File: src/rtl/mhpq_pkg.sv
// Shared constants, codes and types for the max-heap priority queue.
`default_nettype none

package mhpq_pkg;

    // Heap geometry: entries are 1-based, entry zero is never used.
    localparam int CAPACITY = 63;
    localparam int IDX_W    = 6;
    localparam int DEPTH    = 2 ** IDX_W;
    localparam int DATA_W   = 32;

    // Command codes.
    localparam logic CMD_PUSH = 1'b0;
    localparam logic CMD_POP  = 1'b1;

    // Error codes reported with every result.
    localparam logic [1:0] ERR_OK    = 2'd0;
    localparam logic [1:0] ERR_FULL  = 2'd1;
    localparam logic [1:0] ERR_EMPTY = 2'd2;

    // Operand choice for the shared comparator.
    typedef enum logic [1:0] {
        SEL_UP    = 2'd0,   // moving value against its parent
        SEL_CHILD = 2'd1,   // right child against left child
        SEL_DOWN  = 2'd2    // chosen child against moving value
    } cmp_sel_t;

    // Operands offered to the comparator.
    typedef struct packed {
        logic [DATA_W-1:0] move_val;
        logic [DATA_W-1:0] child_val;
        logic [DATA_W-1:0] rd_a;
        logic [DATA_W-1:0] rd_b;
    } cmp_opnd_t;

endpackage

`default_nettype wire

File: src/rtl/max_heap_priority_queue_core.sv
// Top level of the max-heap priority queue: sequencer, heap memory and result register.
//
//   Channel | Handshake            | Payload
//   --------+----------------------+---------------------------------------------------
//   input   | in_valid / in_stall  | command, push_value
//   output  | out_valid / out_stall| top_value, top_valid, element_count, error_code
//
// The time a command takes is set by the single comparator and the registered read
// ports of the heap memory: a push spends one compare state per level climbed, a pop
// a select state and a compare state per level descended.
// Reset clears the fill count, the sequencer and the result valid flag; heap contents
// are not cleared, since only entries up to the fill level are ever used.
// The input stalls whenever a command is in progress. A finished result waits in the
// result register; the next command is taken while it waits.
`default_nettype none

module max_heap_priority_queue_core
    import mhpq_pkg::*;
(
    input  wire logic              clk,
    input  wire logic              rst_n,
    input  wire logic              in_valid,
    output logic                   in_stall,
    input  wire logic              command,
    input  wire logic signed [31:0] push_value,
    output logic                   out_valid,
    input  wire logic              out_stall,
    output logic signed [31:0]     top_value,
    output logic                   top_valid,
    output logic [5:0]             element_count,
    output logic [1:0]             error_code
);

    typedef enum logic [7:0] {
        ST_IDLE    = 8'b0000_0001,
        ST_UP_CMP  = 8'b0000_0010,
        ST_DN_LOAD = 8'b0000_0100,
        ST_DN_SEL  = 8'b0000_1000,
        ST_DN_CMP  = 8'b0001_0000,
        ST_PLACE   = 8'b0010_0000,
        ST_TOP_RD  = 8'b0100_0000,
        ST_TOP_OUT = 8'b1000_0000
    } state_t;

    state_t            state_reg;
    state_t            state_next;
    logic [IDX_W-1:0]  count_reg;
    logic [IDX_W-1:0]  count_next;
    logic [IDX_W-1:0]  idx_reg;
    logic [IDX_W-1:0]  idx_next;
    logic [IDX_W-1:0]  cidx_reg;
    logic [IDX_W-1:0]  cidx_next;
    logic [DATA_W-1:0] val_reg;
    logic [DATA_W-1:0] val_next;
    logic [DATA_W-1:0] cval_reg;
    logic [DATA_W-1:0] cval_next;
    logic [1:0]        err_reg;
    logic [1:0]        err_next;

    logic              out_valid_reg;
    logic              out_valid_next;
    logic [DATA_W-1:0] top_value_reg;
    logic              top_valid_reg;
    logic [IDX_W-1:0]  count_out_reg;
    logic [1:0]        err_out_reg;
    logic              out_load;

    // Heap memory: one write port, two registered read ports.
    logic [DATA_W-1:0] heap_mem [0:DEPTH-1];
    logic              wr_en;
    logic [IDX_W-1:0]  wr_addr;
    logic [DATA_W-1:0] wr_data;
    logic [IDX_W-1:0]  raddr_a;
    logic [IDX_W-1:0]  raddr_b;
    logic [DATA_W-1:0] rd_a_reg;
    logic [DATA_W-1:0] rd_b_reg;

    cmp_sel_t          cmp_sel;
    cmp_opnd_t         cmp_opnd;
    logic              cmp_gt;

    logic              in_xfer;
    logic [IDX_W:0]    count_w;
    logic [IDX_W:0]    left_w;
    logic [IDX_W:0]    right_w;
    logic [IDX_W:0]    cleft_w;
    logic [IDX_W-1:0]  parent;
    logic [IDX_W-1:0]  push_idx;

    assign in_xfer  = in_valid && !in_stall;
    assign in_stall = (state_reg != ST_IDLE);

    // Index arithmetic for the tree walk.
    assign count_w  = {1'b0, count_reg};
    assign left_w   = {idx_reg, 1'b0};
    assign right_w  = left_w + (IDX_W + 1)'(1);
    assign cleft_w  = {cidx_reg, 1'b0};
    assign parent   = idx_reg >> 1;
    assign push_idx = count_reg + IDX_W'(1);

    // Shared comparator.
    assign cmp_opnd.move_val  = val_reg;
    assign cmp_opnd.child_val = cval_reg;
    assign cmp_opnd.rd_a      = rd_a_reg;
    assign cmp_opnd.rd_b      = rd_b_reg;

    mhpq_cmp u_cmp (
        .sel  (cmp_sel),
        .opnd (cmp_opnd),
        .gt   (cmp_gt)
    );

    // Memory access.
    always_ff @(posedge clk)
    begin
        if (wr_en)
        begin
            heap_mem[wr_addr] <= wr_data;
        end
        rd_a_reg <= heap_mem[raddr_a];
        rd_b_reg <= heap_mem[raddr_b];
    end

    // Sequencer.
    always_comb
    begin
        state_next = state_reg;
        count_next = count_reg;
        idx_next   = idx_reg;
        cidx_next  = cidx_reg;
        val_next   = val_reg;
        cval_next  = cval_reg;
        err_next   = err_reg;
        wr_en      = 1'b0;
        wr_addr    = idx_reg;
        wr_data    = val_reg;
        raddr_a    = IDX_W'(1);
        raddr_b    = IDX_W'(1);
        cmp_sel    = SEL_UP;
        out_load   = 1'b0;

        unique case (state_reg)
            ST_IDLE:
            begin
                if (in_xfer)
                begin
                    err_next = ERR_OK;
                    if (command == CMD_PUSH)
                    begin
                        if (count_w >= (IDX_W + 1)'(CAPACITY))
                        begin
                            err_next   = ERR_FULL;
                            state_next = ST_TOP_RD;
                        end
                        else
                        begin
                            val_next   = push_value;
                            count_next = push_idx;
                            idx_next   = push_idx;
                            raddr_a    = push_idx >> 1;
                            state_next = (push_idx == IDX_W'(1)) ? ST_PLACE : ST_UP_CMP;
                        end
                    end
                    else
                    begin
                        if (count_reg == '0)
                        begin
                            err_next   = ERR_EMPTY;
                            state_next = ST_TOP_RD;
                        end
                        else
                        begin
                            raddr_a    = count_reg;
                            count_next = count_reg - IDX_W'(1);
                            idx_next   = IDX_W'(1);
                            state_next = ST_DN_LOAD;
                        end
                    end
                end
            end
            ST_UP_CMP:
            begin
                // Parent word is in rd_a: move it down while the new value is larger.
                cmp_sel = SEL_UP;
                if (cmp_gt)
                begin
                    wr_en    = 1'b1;
                    wr_data  = rd_a_reg;
                    idx_next = parent;
                    raddr_a  = parent >> 1;
                    state_next = (parent == IDX_W'(1)) ? ST_PLACE : ST_UP_CMP;
                end
                else
                begin
                    wr_en      = 1'b1;
                    state_next = ST_TOP_RD;
                end
            end
            ST_DN_LOAD:
            begin
                // Last element becomes the moving value at the root.
                val_next = rd_a_reg;
                raddr_a  = left_w[IDX_W-1:0];
                raddr_b  = right_w[IDX_W-1:0];
                state_next = (left_w > count_w) ? ST_PLACE : ST_DN_SEL;
            end
            ST_DN_SEL:
            begin
                // Pick the larger child, left wins ties or when the right is absent.
                cmp_sel = SEL_CHILD;
                if ((right_w <= count_w) && cmp_gt)
                begin
                    cval_next = rd_b_reg;
                    cidx_next = right_w[IDX_W-1:0];
                end
                else
                begin
                    cval_next = rd_a_reg;
                    cidx_next = left_w[IDX_W-1:0];
                end
                state_next = ST_DN_CMP;
            end
            ST_DN_CMP:
            begin
                // Lift the child while it is strictly larger than the moving value.
                cmp_sel = SEL_DOWN;
                wr_en   = 1'b1;
                if (cmp_gt)
                begin
                    wr_data  = cval_reg;
                    idx_next = cidx_reg;
                    raddr_a  = cleft_w[IDX_W-1:0];
                    raddr_b  = cleft_w[IDX_W-1:0] + IDX_W'(1);
                    state_next = (cleft_w > count_w) ? ST_PLACE : ST_DN_SEL;
                end
                else
                begin
                    state_next = ST_TOP_RD;
                end
            end
            ST_PLACE:
            begin
                wr_en      = 1'b1;
                state_next = ST_TOP_RD;
            end
            ST_TOP_RD:
            begin
                state_next = ST_TOP_OUT;
            end
            ST_TOP_OUT:
            begin
                if (!out_valid_reg || !out_stall)
                begin
                    out_load   = 1'b1;
                    state_next = ST_IDLE;
                end
            end
            default:
            begin
                state_next = ST_IDLE;
            end
        endcase
    end

    // Result register valid: set on load, cleared by a completed transfer.
    always_comb
    begin
        out_valid_next = out_valid_reg;
        if (out_valid_reg && !out_stall)
        begin
            out_valid_next = 1'b0;
        end
        if (out_load)
        begin
            out_valid_next = 1'b1;
        end
    end

    // Control registers.
    always_ff @(posedge clk or negedge rst_n)
    begin
        if (!rst_n)
        begin
            state_reg     <= ST_IDLE;
            count_reg     <= '0;
            idx_reg       <= '0;
            out_valid_reg <= 1'b0;
        end
        else
        begin
            state_reg     <= state_next;
            count_reg     <= count_next;
            idx_reg       <= idx_next;
            out_valid_reg <= out_valid_next;
        end
    end

    // Working and result payload registers.
    always_ff @(posedge clk)
    begin
        cidx_reg <= cidx_next;
        val_reg  <= val_next;
        cval_reg <= cval_next;
        err_reg  <= err_next;
        if (out_load)
        begin
            top_valid_reg <= (count_reg != '0);
            top_value_reg <= (count_reg != '0) ? rd_a_reg : '0;
            count_out_reg <= count_reg;
            err_out_reg   <= err_reg;
        end
    end

    assign out_valid     = out_valid_reg;
    assign top_value     = top_value_reg;
    assign top_valid     = top_valid_reg;
    assign element_count = count_out_reg;
    assign error_code    = err_out_reg;

    // The fill level never passes the capacity.
    a_count_bound: assert property (@(posedge clk) disable iff (!rst_n)
        count_w <= (IDX_W + 1)'(CAPACITY))
        else $error("fill count above capacity");

    // The unused entry zero is never written.
    a_no_write_zero: assert property (@(posedge clk) disable iff (!rst_n)
        wr_en |-> (wr_addr != '0))
        else $error("write to heap entry zero");

    // A push on a full heap leaves the fill level alone.
    a_full_keeps_count: assert property (@(posedge clk) disable iff (!rst_n)
        (in_xfer && (command == CMD_PUSH) && (count_w == (IDX_W + 1)'(CAPACITY)))
        |=> (count_reg == $past(count_reg)))
        else $error("rejected push changed the fill count");

    // A new result appears only from the result state.
    a_result_source: assert property (@(posedge clk) disable iff (!rst_n)
        $rose(out_valid_reg) |-> $past(state_reg == ST_TOP_OUT))
        else $error("result raised outside the result state");

    // A pending result is never overwritten by the next one.
    a_no_overwrite: assert property (@(posedge clk) disable iff (!rst_n)
        out_load |-> (!out_valid_reg || !out_stall))
        else $error("result register overwritten while stalled");

endmodule

`default_nettype wire

File: src/rtl/mhpq_cmp.sv
// Shared signed greater-than unit with operand selection.
`default_nettype none

module mhpq_cmp
    import mhpq_pkg::*;
(
    input  cmp_sel_t  sel,
    input  cmp_opnd_t opnd,
    output logic      gt
);

    logic [DATA_W-1:0] cmp_a;
    logic [DATA_W-1:0] cmp_b;

    // Pick the pair of words for this step of the sift.
    always_comb
    begin
        unique case (sel)
            SEL_UP:
            begin
                cmp_a = opnd.move_val;
                cmp_b = opnd.rd_a;
            end
            SEL_CHILD:
            begin
                cmp_a = opnd.rd_b;
                cmp_b = opnd.rd_a;
            end
            SEL_DOWN:
            begin
                cmp_a = opnd.child_val;
                cmp_b = opnd.move_val;
            end
            default:
            begin
                cmp_a = '0;
                cmp_b = '0;
            end
        endcase
    end

    // Two's complement strict compare.
    assign gt = $signed(cmp_a) > $signed(cmp_b);

endmodule

`default_nettype wire
File: config.mk
export PLATFORM = sky130hd
export DESIGN_NAME = max_heap_priority_queue_core
export DESIGN_NICKNAME = d
export VERILOG_FILES = /design/src/rtl/mhpq_pkg.sv /design/src/rtl/max_heap_priority_queue_core.sv /design/src/rtl/mhpq_cmp.sv
export SDC_FILE = /design/constraint.sdc
export NUM_CORES = 2
export LEC_CHECK = 0
export BUFFER_PORTS_ARGS = -buffer_cell sky130_fd_sc_hd__buf_4
export CAP_MARGIN = 20
export CELL_PAD_IN_SITES_DETAIL_PLACEMENT = 0
export CELL_PAD_IN_SITES_GLOBAL_PLACEMENT = 1
export CORE_UTILIZATION = 48
export CTS_BUF_LIST = sky130_fd_sc_hd__clkbuf_8
export CTS_CLUSTER_DIAMETER = 50
export DETAILED_ROUTE_END_ITERATION = 16
export HOLD_SLACK_MARGIN = 0.03
export PLACE_DENSITY = 0.84
export SYNTH_ARGS = -nofsm -noshare
export SYNTH_HDL_FRONTEND = slang
export SYNTH_SLANG_ARGS = --single-unit
File: constraint.sdc
create_clock -name clk -period 7.4 [get_ports clk]
set_clock_uncertainty 0.2 [all_clocks]
set_input_delay 1.11 -clock clk [delete_from_list [all_inputs] [get_ports clk]]
set_output_delay 1.11 -clock clk [all_outputs]
set_load 0.01 [all_outputs]
==> summary.md <==
| Metric | Value |
|---|---|
| DP Cell Count | `11594` |
| Post-DP HPWL | `229000 um` |
| Cell with the most instances after synthesis | `nand2_1` |
| Critical Path Slowest Stage Cell | `nor3_1` |
| Skew-Pair Late Insertion Delay | `1.15 ns` |
| Routed len/inst | `31.1 um` |
| Synthesized instance count | `9041` |
| CTS Sinks | `2246` |
| Gate power share | `42.8%` |
| Layout cells sized above 1 | `11.7%` |
| Crit-path max cell delay | `0.78 ns` |
| Root buf cell | `clkbuf_8` |
| FP Rows | `167` |
| Dpl ws | `0.278 ns` |
| Layout Area Growth over Synthesis | `13.2%` |
| GRT busiest layer | `met2` |
| Initial core utilization | `48.5%` |
| Final setup fails | `1` |
| Post-synth EDFFs | `2161` |
| Top_reg_cell synth | `edfxtp_1` |
| Post-layout worst setup margin | `-0.0605 ns` |
| DR pass1 iterations | `6` |
| Largest net degree at the start of global routing | `156` |
| Final Non-Filler Cells | `12304` |
| Synth Area in Compound Gates | `7.83%` |
| P_int | `26500 uW` |
| Startpoint Class | `flop` |
| I/O Pins | `80` |
| Hold Vio Cnt, Final | `0` |
| Fillers | `17407` |
| HP Class | `primary input to flop` |
| Total GRT Usage | `35.5%` |
| Antenna-violating nets left | `0` |
| Clk pin slew, worst setup/hold paths | `0.06 ns` |
| Clock power share | `22.4%` |
| CTS buffer count | `376` |
| Core area | `0.208 mm^2` |
| Sequential element share of the synthesized area | `66.2%` |
| Post-placement cell area | `0.107 mm^2` |
| Avg Cell Area, Syn | `11.1 um^2` |
| Yosys reg bits | `2246` |
| Crit path max-delay family | `simple AND/OR/NAND/NOR gates` |
| Total setup buffers inserted after CTS | `0` |
| Max rail drop VDD | `0.000384 V` |
| Post-synthesis mux area share | `1.49%` |
| CP Capture Type | `flop` |
| Routing usage on met1 | `46.5%` |
| Grt ovf | `0` |
| Vias per inst | `6.53` |
| Sequential power share | `34.8%` |
| Worst path most repeated cell | `nand2_1` |
| Leakage | `0.0410 uW` |
| Failing checks | `negative setup slack` |
| Maxcap violations | `0` |
| Adder-Cell Fraction of Synth Area | `0.559%` |
| Power Density | `405 mW/mm^2` |
| Total Power | `46200 uW` |
| Initial DRC Count | `13372` |
| Drt total wl | `383000 um` |
| First-pass GRT wire length | `537000 um` |
| Crit path time final | `7.46 ns` |
| CTS tree | `built` |
| Period utilisation layout | `101%` |
| Switching power total | `19700 uW` |
| Hold_ws | `0.101 ns` |
| FFs w/ async S/R, synth | `0.935%` |
| Peak Freq | `134 MHz` |
| Met3 GRT Util | `11.4%` |
| CP Data Arrival Time | `8.26 ns` |
| Die Span Y | `460 um` |
| Slew margin rel. | `12.0%` |
| Required time worst endpoint | `8.20 ns` |
| Final RePlAce weighted congestion | `0.973` |
| Number of distinct library cells after synthesis | `90` |
| Max H-tree Level | `5` |
| Mapped Area | `0.101 mm^2` |
| Post-synthesis cell type with the largest combined area | `edfxtp_1` |
| Syn. warnings | `0` |
| Post-synth top area share | `64.5%` |
| CTS Buffer Depth | `4` |
| Synth top area cells | `edfxtp_1, nand2_1, nand3_1, and3_1, a311oi_1` |
| DIE AREA | `0.212 mm^2` |
| Slew Viols, Final | `0` |
| Unrepaired setup endpoints after global routing | `false` |
| Synth Area in Simple Gates | `20.7%` |
| Vias post-DR | `80286` |
| Nets | `9294` |
| Largest family of logic cells by synthesized area | `simple AND/OR/NAND/NOR gates` |
| Status | `finished with violations` |
| Die X | `460 um` |
| Vias in the first global route | `74964` |
| Global Route met2 Usage | `51.0%` |
| Largest register FFs | `2048` |
| PortBufs | `79` |
| Top cells by count, synth | `nand2_1, edfxtp_1, nand3_1` |
| Xor/xnor share of the synthesized area | `0.0957%` |
| CP max FO | `33` |
| Switching Share | `42.7%` |
| WS Path Type | `flop to flop` |
| Worst Path Buf+Inv | `2` |
| Design Area, Final | `0.114 mm^2` |
| Largest reg by FF count | `heap_mem` |
| Crit-path cells | `nor2_1 -> nand2_1 -> nor3_1 -> and3b_1 -> nor2_2 -> buf_4 -> nand2_1 -> nand2_1 -> ha_1 -> nand4_1 -> nor4_1 -> a21bo_2 -> a21oi_1 -> nor4bb_4 -> buf_4 -> o32a_2 -> o21ai_4 -> nand2_1 -> nor3_1 -> a222oi_1 -> and3_1` |
| Measured slew at the worst slew-check pin | `1.31 ns` |
| Syn nets | `9123` |
| Antenna violations before repair | `22` |
| DRC violation count after routing | `0` |
==> per-layer routing <==
| layer | part of all wire, % | up-vias |
|---|---|---|
| met4 | 7.3 | 8 |
| met5 | 0.0097 | - |
| met3 | 16 | 1334 |
| met2 | 42 | 6539 |
| li1 | - | 33509 |
| met1 | 35 | 38896 |
==> tightest hold or removal path, stage by stage <==
cell,delay (ns)
buf_4,0.07
nand2_1,0.04
nand2_1,0.06
==> power by group through the flow <==
stage | clock network (uW) | registers [uW] | logic [uW]
3_3_place_gp | 0 | 16200 | 18800
2_1_floorplan | 0 | 15800 | 12000
4_1_cts | 10300 | 16000 | 19100
3_5_place_dp | 0 | 16200 | 19000
6_report | 10300 | 16100 | 19700
5_1_grt | 10900 | 16000 | 20800
==> layout by cell type (no fill, tap or decap), types with 64 or more instances in the layout <==
cell and instances:
nand2_1 2971, dfxtp_1 64, edfxtp_1 2161, nand3_1 1174, clkinv_1 80, a311oi_1 221
buf_12 84, clkbuf_8 406, buf_4 381, a31oi_1 212, a21oi_1 115, a211oi_1 137
o21ai_0 80, nor2_4 64, a22oi_1 71, and3_1 368, inv_1 139, mux2i_1 110
==> cells by family after synthesis <==
| kind of cell | count (synthesis) |
|---|---|
| muxes | 145 |
| xor gates and xnor gates | 11 |
| buffers and inverters | 714 |
| adders and majority gates | 45 |
| DFF | 2246 |
| and+or+nand+nor | 4782 |
| AOI/OAI and AO/OA | 1098 |
==> timing repair <==
action / 4_1_cts / 5_1_grt
endpoints found under the hold margin: 44 / 0
gates resized for setup: 0 / 1
setup endpoints to repair: 0 / 1
hold buffers: 24 / 0
==> stage by stage <==
step	setup TNS [ns]	utilization, %
floorplan	0	-
global placement	-0.387	51.3
detailed placement	0	51.4
CTS	0	54.8
global route	0	54.8
finish	-0.0605	54.9
==> worst paths after layout <==
check | depth (start not counted) | endpoint | slack [ns] | startpoint
worst max-delay path | 21 | rd_a_reg[21]$_DFF_P_ | -0.06 | state_reg[4]$_DFFE_PN0P_
worst min-delay path | 3 | val_reg[24]$_DFFE_PP_ | 0.10 | push_value[24]
worst max register to register | 21 | rd_a_reg[21]$_DFF_P_ | -0.06 | state_reg[4]$_DFFE_PN0P_
worst min register to register | 0 | error_code[0]$_DFFE_PP_ | 0.22 | err_reg[0]$_SDFFCE_PP0P_
max in group asynchronous | 2 | state_reg[0]$_DFFE_PN1P_ | 6.46 | rst_n
min in group asynchronous | 2 | state_reg[7]$_DFFE_PN0P_ | 0.25 | rst_n
==> layout make-up <==
cell class              count  area (um^2)  area share (%)
repair buffers            491         4840            4.25
inverters                  16         60.1          0.0527
flip-flops and latches   2246        66700            58.5
well taps                2788         3490            3.06
clock inverters           255         1240            1.09
clock buffers             406         5590            4.90
diodes                     21         52.6          0.0461
multi-input cells        6081        32000            28.1
Power figures use the tool's default switching activity.
